### src/rtl/efh_pkg.sv
// Shared constants, types and mixing functions for the ECMP flow hash.
// No dependencies; imported by efh_finalize and ecmp_flow_hash.
package efh_pkg;

	typedef logic [31:0] word_t;
	typedef logic [7:0]  proto_t;
	typedef logic [15:0] port_t;

	localparam word_t MixC1   = 32'hcc9e2d51;
	localparam word_t MixC2   = 32'h1b873593;
	localparam word_t MixAdd  = 32'he6546b64;
	localparam word_t FinM1   = 32'h85ebca6b;
	localparam word_t FinM2   = 32'hc2b2ae35;
	localparam word_t KeyBytes = 32'd12;

	localparam proto_t ProtoTcp  = 8'h06;
	localparam proto_t ProtoUdp  = 8'h11;
	localparam proto_t ProtoAck  = 8'hFC;
	localparam proto_t ProtoNack = 8'hFD;

	function automatic word_t rotl(input word_t v, input int unsigned r);
		rotl = (v << r) | (v >> (32 - r));
	endfunction

	// Accumulator half of one block step: xor, rotate 13, times 5 plus constant.
	function automatic word_t mix_tail(input word_t acc, input word_t k);
		word_t a;
		a = rotl(acc ^ k, 13);
		mix_tail = (a << 2) + a + MixAdd;
	endfunction

	function automatic logic has_ports(input proto_t p);
		has_ports = (p == ProtoTcp) || (p == ProtoUdp) || (p == ProtoAck) ||
			(p == ProtoNack);
	endfunction

endpackage

### src/rtl/efh_finalize.sv
// Three-stage MurmurHash3 finalizer with valid/stall flow control.
// Depends on efh_pkg.
module efh_finalize (
	input  logic          clk,
	input  logic          arst_n,
	input  logic          acc_valid,
	output logic          acc_ready,
	input  efh_pkg::word_t acc,
	output logic          out_valid,
	input  logic          out_stall,
	output efh_pkg::word_t flow_hash
);
	import efh_pkg::*;

	logic  v_s6, v_s7, v_s8;
	logic  rdy_s6, rdy_s7, rdy_s8;
	word_t h_s6, h_s7, h_s8;
	word_t a6, a7, a8;

	assign rdy_s8 = !v_s8 || !out_stall;
	assign rdy_s7 = !v_s7 || rdy_s8;
	assign rdy_s6 = !v_s6 || rdy_s7;
	assign acc_ready = rdy_s6;

	always_comb begin
		a6 = acc ^ KeyBytes;
		a6 = a6 ^ (a6 >> 16);
		a7 = h_s6 ^ (h_s6 >> 13);
		a8 = h_s7 ^ (h_s7 >> 16);
	end

	always_ff @(posedge clk or negedge arst_n) begin
		if (!arst_n) begin
			v_s6 <= 1'b0;
			v_s7 <= 1'b0;
			v_s8 <= 1'b0;
		end else begin
			if (rdy_s6) v_s6 <= acc_valid;
			if (rdy_s7) v_s7 <= v_s6;
			if (rdy_s8) v_s8 <= v_s7;
		end
	end

	always_ff @(posedge clk) begin
		if (rdy_s6 && acc_valid) h_s6 <= a6 * FinM1;
		if (rdy_s7 && v_s6)      h_s7 <= a7 * FinM2;
		if (rdy_s8 && v_s7)      h_s8 <= a8;
	end

	assign out_valid = v_s8;
	assign flow_hash = h_s8;

`ifndef SYNTHESIS
	a_hold_s8: assert property (@(posedge clk) disable iff (!arst_n)
		v_s8 && out_stall |=> v_s8 && $stable(h_s8))
		else $error("finalizer output stage changed while held");
	a_adv_s7: assert property (@(posedge clk) disable iff (!arst_n)
		v_s7 && rdy_s8 |=> v_s8)
		else $error("finalizer lost a word between stage 7 and 8");
	a_ready: assert property (@(posedge clk) disable iff (!arst_n)
		!acc_ready |-> v_s6 && v_s7 && v_s8 && out_stall)
		else $error("finalizer refused a word with room left");
`endif

endmodule

### config.mk
export PLATFORM = sky130hd
export DESIGN_NAME = efh_finalize
export DESIGN_NICKNAME = d
export VERILOG_FILES = /design/src/rtl/efh_pkg.sv /design/src/rtl/efh_finalize.sv
export SDC_FILE = /design/constraint.sdc
export NUM_CORES = 1
export LEC_CHECK = 0
export BUFFER_PORTS_ARGS = -buffer_cell sky130_fd_sc_hd__buf_2
export CAP_MARGIN = 20
export CORE_MARGIN = 4
export CORE_UTILIZATION = 35
export CTS_CLUSTER_DIAMETER = 60
export DETAILED_ROUTE_END_ITERATION = 10
export GPL_TIMING_DRIVEN = 0
export MAX_ROUTING_LAYER = met4
export PLACE_DENSITY = 0.61
export SYNTH_ARGS = -nofsm -noshare
export SYNTH_HDL_FRONTEND = slang
export SYNTH_SLANG_ARGS = --single-unit
### constraint.sdc
create_clock -name clk -period 16.08 [get_ports clk]
set_input_delay 0.804 -clock clk [delete_from_list [all_inputs] [get_ports clk]]
set_output_delay 0.804 -clock clk [all_outputs]
set_load 0.1 [all_outputs]
# Word level (Yosys, flattened, before mapping)
# Index checks and enable logic that the tools add are counted.
# word_totals
register_bits,99
inputBits,36
# op_classes
mul,2
bitwise,4
n_reduce_logical,10
# op_table
operator,n
$xor 32x16->32,2
$mul 32x31->32 const B,1
$mul 32x32->32 const B,1
$xor 32x19->32,1
$logic_not 1->1,4
$logic_and 1x1->1,3
$logic_or 1x1->1,3
$not 2->2,1

# Logic depth before layout (Yosys ltp)
# depth
depth_word,5
depth_mapped,27
ltp_nobuf,27

# Least setup slack after synthesis
# Ideal clock, no wire load.
# synth_path
path_kind,input -> register
from,in acc[7]
to,reg h_s6[31] (data pin)
setup_time_ns,0.260
arrival_ns,6.945
required_ns,15.820
path_slack_ns,8.876
stages,20
path_cell_list,xnor2_1 > inv_1 > fa_1 > fa_1 > fa_1 > inv_1 > fa_1 > fa_1 > inv_1 > fa_1 > fa_1 > fa_1 > ha_1 > and3_1 > a211oi_1 > o21ai_0 > o41a_1 > a311oi_2 > a21oi_1 > xnor2_1
# synth_between
elab_chain_cells,2
# synth_lines
element,line,rtl
from (decl),efh_finalize.sv:8,"input efh_pkg::word_t acc,"
$xor 32x16->32,efh_finalize.sv:27,a6 = a6 ^ (a6 >> 16);
$mul 32x32->32,efh_finalize.sv:45,if (rdy_s6 && acc_valid) h_s6 <= a6 * FinM1;
to (signal assigned),efh_finalize.sv:45,
to (decl),efh_finalize.sv:17,"word_t h_s6, h_s7, h_s8;"
# No other way between the ends.
# A chain may end at the register's enable or synchronous reset.

# Worst setup path after layout
# layout_path
from,reg h_s6[19]
to,reg h_s7[31] (data pin)
# layout_between
elab_chain_cells,2
# layout_lines
element,line,rtl
$xor 32x19->32,efh_finalize.sv:28,a7 = h_s6 ^ (h_s6 >> 13);
$mul 32x31->32,efh_finalize.sv:46,if (rdy_s7 && v_s6) h_s7 <= a7 * FinM2;
to (signal assigned),efh_finalize.sv:46,
to (decl),efh_finalize.sv:17,
# No other way between the ends.

==> results list <==
* Run status: finished clean
- Counting stages on the worst path, the most repeated cell is inv_1.
- Per-cell via count in the routed design: between 4 and 5
- Maximum buffer depth of the clock tree: 2
- Of the available clock period, the critical path in the final layout requires 0.5350.
- Number of cell rows: 88
- The count of final hold-check violations was 0.
* Clock Tree Root: clkbuf_16
* Worst path required time: between 15 and 20 ns
- Die X: around 250 microns
- At the worst endpoint, the arrival time is 8.71 ns.
* Critical Path Start Type: flop
- The share of the Yosys chip area taken by registers is 0.1430.
* Number of setup violations in the final report: 0
* Number of resized instances in the post-cts repair step: 0
- When the netlist entered floorplanning its net count stood at around 2,700.
- After detailed routing, the number of remaining DRC violations is 0.
* Boundary pin count: 70
* TNS Setup: 0 ns
- Final GP Congestion: roughly 0.95
* RSZ-0062 raised after global routing: false
* Post-synthesis async set-or-reset flop share: 0.03030
- Among all flip-flop cells after synthesis, the most frequent one is edfxtp_1.
- Reg2reg path depth: 26
* Pin slew with the least headroom to its limit: between 1 and 1.5 ns
- Of the cells placed in the final design, the portion with a size suffix greater than 1 is 0.05308.
- The mapped netlist covers a little over 0.02 sq mm.
- CTS HTree Levels: 3
- In the final layout, the multi-input gates occupy 0.01554 sq mm.
- DR pass1 iterations: 5
* Final Skew: 0.01521 ns
- Compared with the post-synthesis result, the final layout area differs by 8.244%.
- Area taken by flip-flops and latches: approximately 0.0030 sq mm
* CTS buffer count: 9
- Critical setup path kind: flop to flop
- Iter 0 DRT Violations: 487
- CTS tree: done
- The library cell used most frequently in the layout, excluding fill and tap cells, is inv_1.
- The number of antenna violations at the first check in global routing is 1.
- The detail route stage leaves a number of antenna-violating nets equal to 0.
* Max Slew Vio Count: 0
* Clock tree sinks: between 90 and 100
- After synthesis, the netlist uses between 50 and 60 different library cells.
- After floorplanning, the core was sized to cover about 0.058 sq mm.
- Buffer count from post-CTS setup fixing: 0
- Die area: ~0.063 sq mm
- Headroom to the max-slew limit came out at 0.2064.
- The largest single stage delay on the critical path is around 0.80 ns.
* Path class of the lowest-slack min-delay path: primary input to async pin
- Critical Path Slowest Stage Cell: xnor2_1
- The net count of the finished layout is 2,769.
- Static timing analysis puts the maximum clock frequency at 0.1162 GHz.
- Flop and latch count out of synthesis: 99
- Max-Cap Viols: 0
- In the layout the commonest cells are 583 x inv_1, 388 x fa_1, 372 x ha_1.
- Largest net degree at the start of global routing: 32
* Clock transition at the registers of the reported paths: approximately 0.09 ns
- Across every metal layer, demand over resource in global routing totals 0.1661.
- Minimum period implied by the final worst setup slack: between 8 and 9 ns
- The number of antenna diodes in the final layout is 0.
- Average cell area after synthesis: ~11 sq um
- Type of destination of the critical path: flop
- Per-cell routed wire length: 18.05 microns
- Overflow left after global routing: 0
- The synthesized design contains 96 enable-type register cells.
- Maximum net fanout on the critical path: 6
- Vert. Die Dim: 251.1 microns
- Fillers: roughly 5,800
- Global-route wire length before repair: ~78,000 microns
* Post-synthesis instance total: roughly 1,900
- Hold Buf Count CTS: 0
- Summed over all layers, the routed wires come to 49,510 microns.
* Sum of net half-perimeters after detailed placement: approximately 45,000 microns
- Across all layers, the routed design uses approximately 13,000 vias.
- The initial utilization of the core area, before any placement, comes to 0.3558.
- Via count of the first global-routing pass: approximately 14,000
- Clock latency at the later pin of the worst-skew pair: around 0.38 ns
- Port buffering added just under 70 buffers.
* Yosys warning total: 0
## flip-flops by register name (all words and copies together) (netlist names)
name       count
v_s6           1
h_s7          32
flow_hash     32
h_s6          32
out_valid      1
v_s7           1
## cells in the mapped netlist (2+ instances only)
master / number / area share
inv_1: 583 / 0.11
fa_1: 388 / 0.38
ha_1: 372 / 0.23
xnor2_1: 111 / 0.047
edfxtp_1: 96 / 0.14
xor2_1: 66 / 0.028
a21oi_1: 45 / 0.011
nor2_1: 32 / 0.0058
a21o_1: 23 / 0.0083
nand2_1: 23 / 0.0042
o21ai_0: 23 / 0.0056
nand3_1: 12 / 0.0029
a211oi_1: 10 / 0.0036
and2_1: 10 / 0.0030
nor3_1: 9 / 0.0022
o21bai_1: 8 / 0.0029
nand4_1: 6 / 0.0018
nand2b_1: 5 / 0.0015
and3_1: 4 / 0.0012
clkbuf_1: 4 / 0.00073
nor2b_1: 4 / 0.0012
o211ai_1: 4 / 0.0015
o31ai_1: 4 / 0.0015
a2111oi_0: 3 / 0.0013
a21boi_0: 3 / 0.0011
a31oi_1: 3 / 0.00091
dfrtp_1: 3 / 0.0036
a221oi_1: 2 / 0.00085
a311o_1: 2 / 0.00097
a41oi_1: 2 / 0.00085
nor4_1: 2 / 0.00060
or2_2: 2 / 0.00060
## path summary, 6_finish.rpt
kind                                from             to  slack [ns]
worst min-delay path              arst_n           v_s6        0.21
min in group clk                h_s7[16]  flow_hash[16]        0.47
worst min register to register  h_s7[16]  flow_hash[16]        0.47
worst max register to register  h_s6[19]       h_s7[31]        7.48
worst max-delay path            h_s6[19]       h_s7[31]        7.48
max in group asynchronous         arst_n      out_valid       15.77
## cells by family after synthesis
family | count (synthesis) | share of synthesized area
adders and majority gates | 760 | 0.6005
buffers and inverters | 588 | 0.1068
xor gates and xnor gates | 178 | 0.07603
AOI/OAI and AO/OA | 147 | 0.04712
and+or+nand+nor | 113 | 0.02661
DFF | 99 | 0.1430
## metrics by stage
step	cells	hold slack [ns]	setup WS, ns	util	area, sq um
2_1_floorplan	1885	0.4476	8.876	-	20690
3_3_place_gp	2719	0.4503	7.453	0.3782	21990
3_5_place_dp	2726	0.4591	7.404	0.3801	22100
4_1_cts	2742	0.1858	7.398	0.3850	22380
5_1_grt	2743	0.1924	7.022	0.3852	22390
6_report	2743	0.2096	7.477	0.3852	22390
## layer usage
metal	up-vias	wire, microns	GRT usage	part of all wire
met5	-	0	-	0
met4	0	1755	0.05865	0.035
met3	74	1310	0.01500	0.026
met2	237	25780	0.2950	0.52
met1	6273	20660	0.1980	0.42
li1	6005	-	-	-
## worst max-delay path: cells and delay by family, from the launching register on
family,cells,cell delay [ns]
adder cells (fa/ha/maj),8,3.76
AO/OA/AOI/OAI,6,1.91
XOR/XNOR,3,1.29
buffers and inverters,8,0.72
flip-flops,1,0.56
AND/OR/NAND/NOR,1,0.09
## final cells by class
| class | instances | share of cell area |
|---|---|---|
| multi-input combinational | 1198 | 0.6940 |
| sequential | 99 | 0.1321 |
| inverter | 583 | 0.09773 |
| tap | 765 | 0.04275 |
| timing repair buffer | 77 | 0.01989 |
| clock buffer | 9 | 0.01006 |
| clock inverter | 7 | 0.002626 |
| buffer | 5 | 0.0008941 |
Power is left out: the tool's default activity adds up to more than one toggle a clock period on the data nets, which glitch-free logic cannot reach.
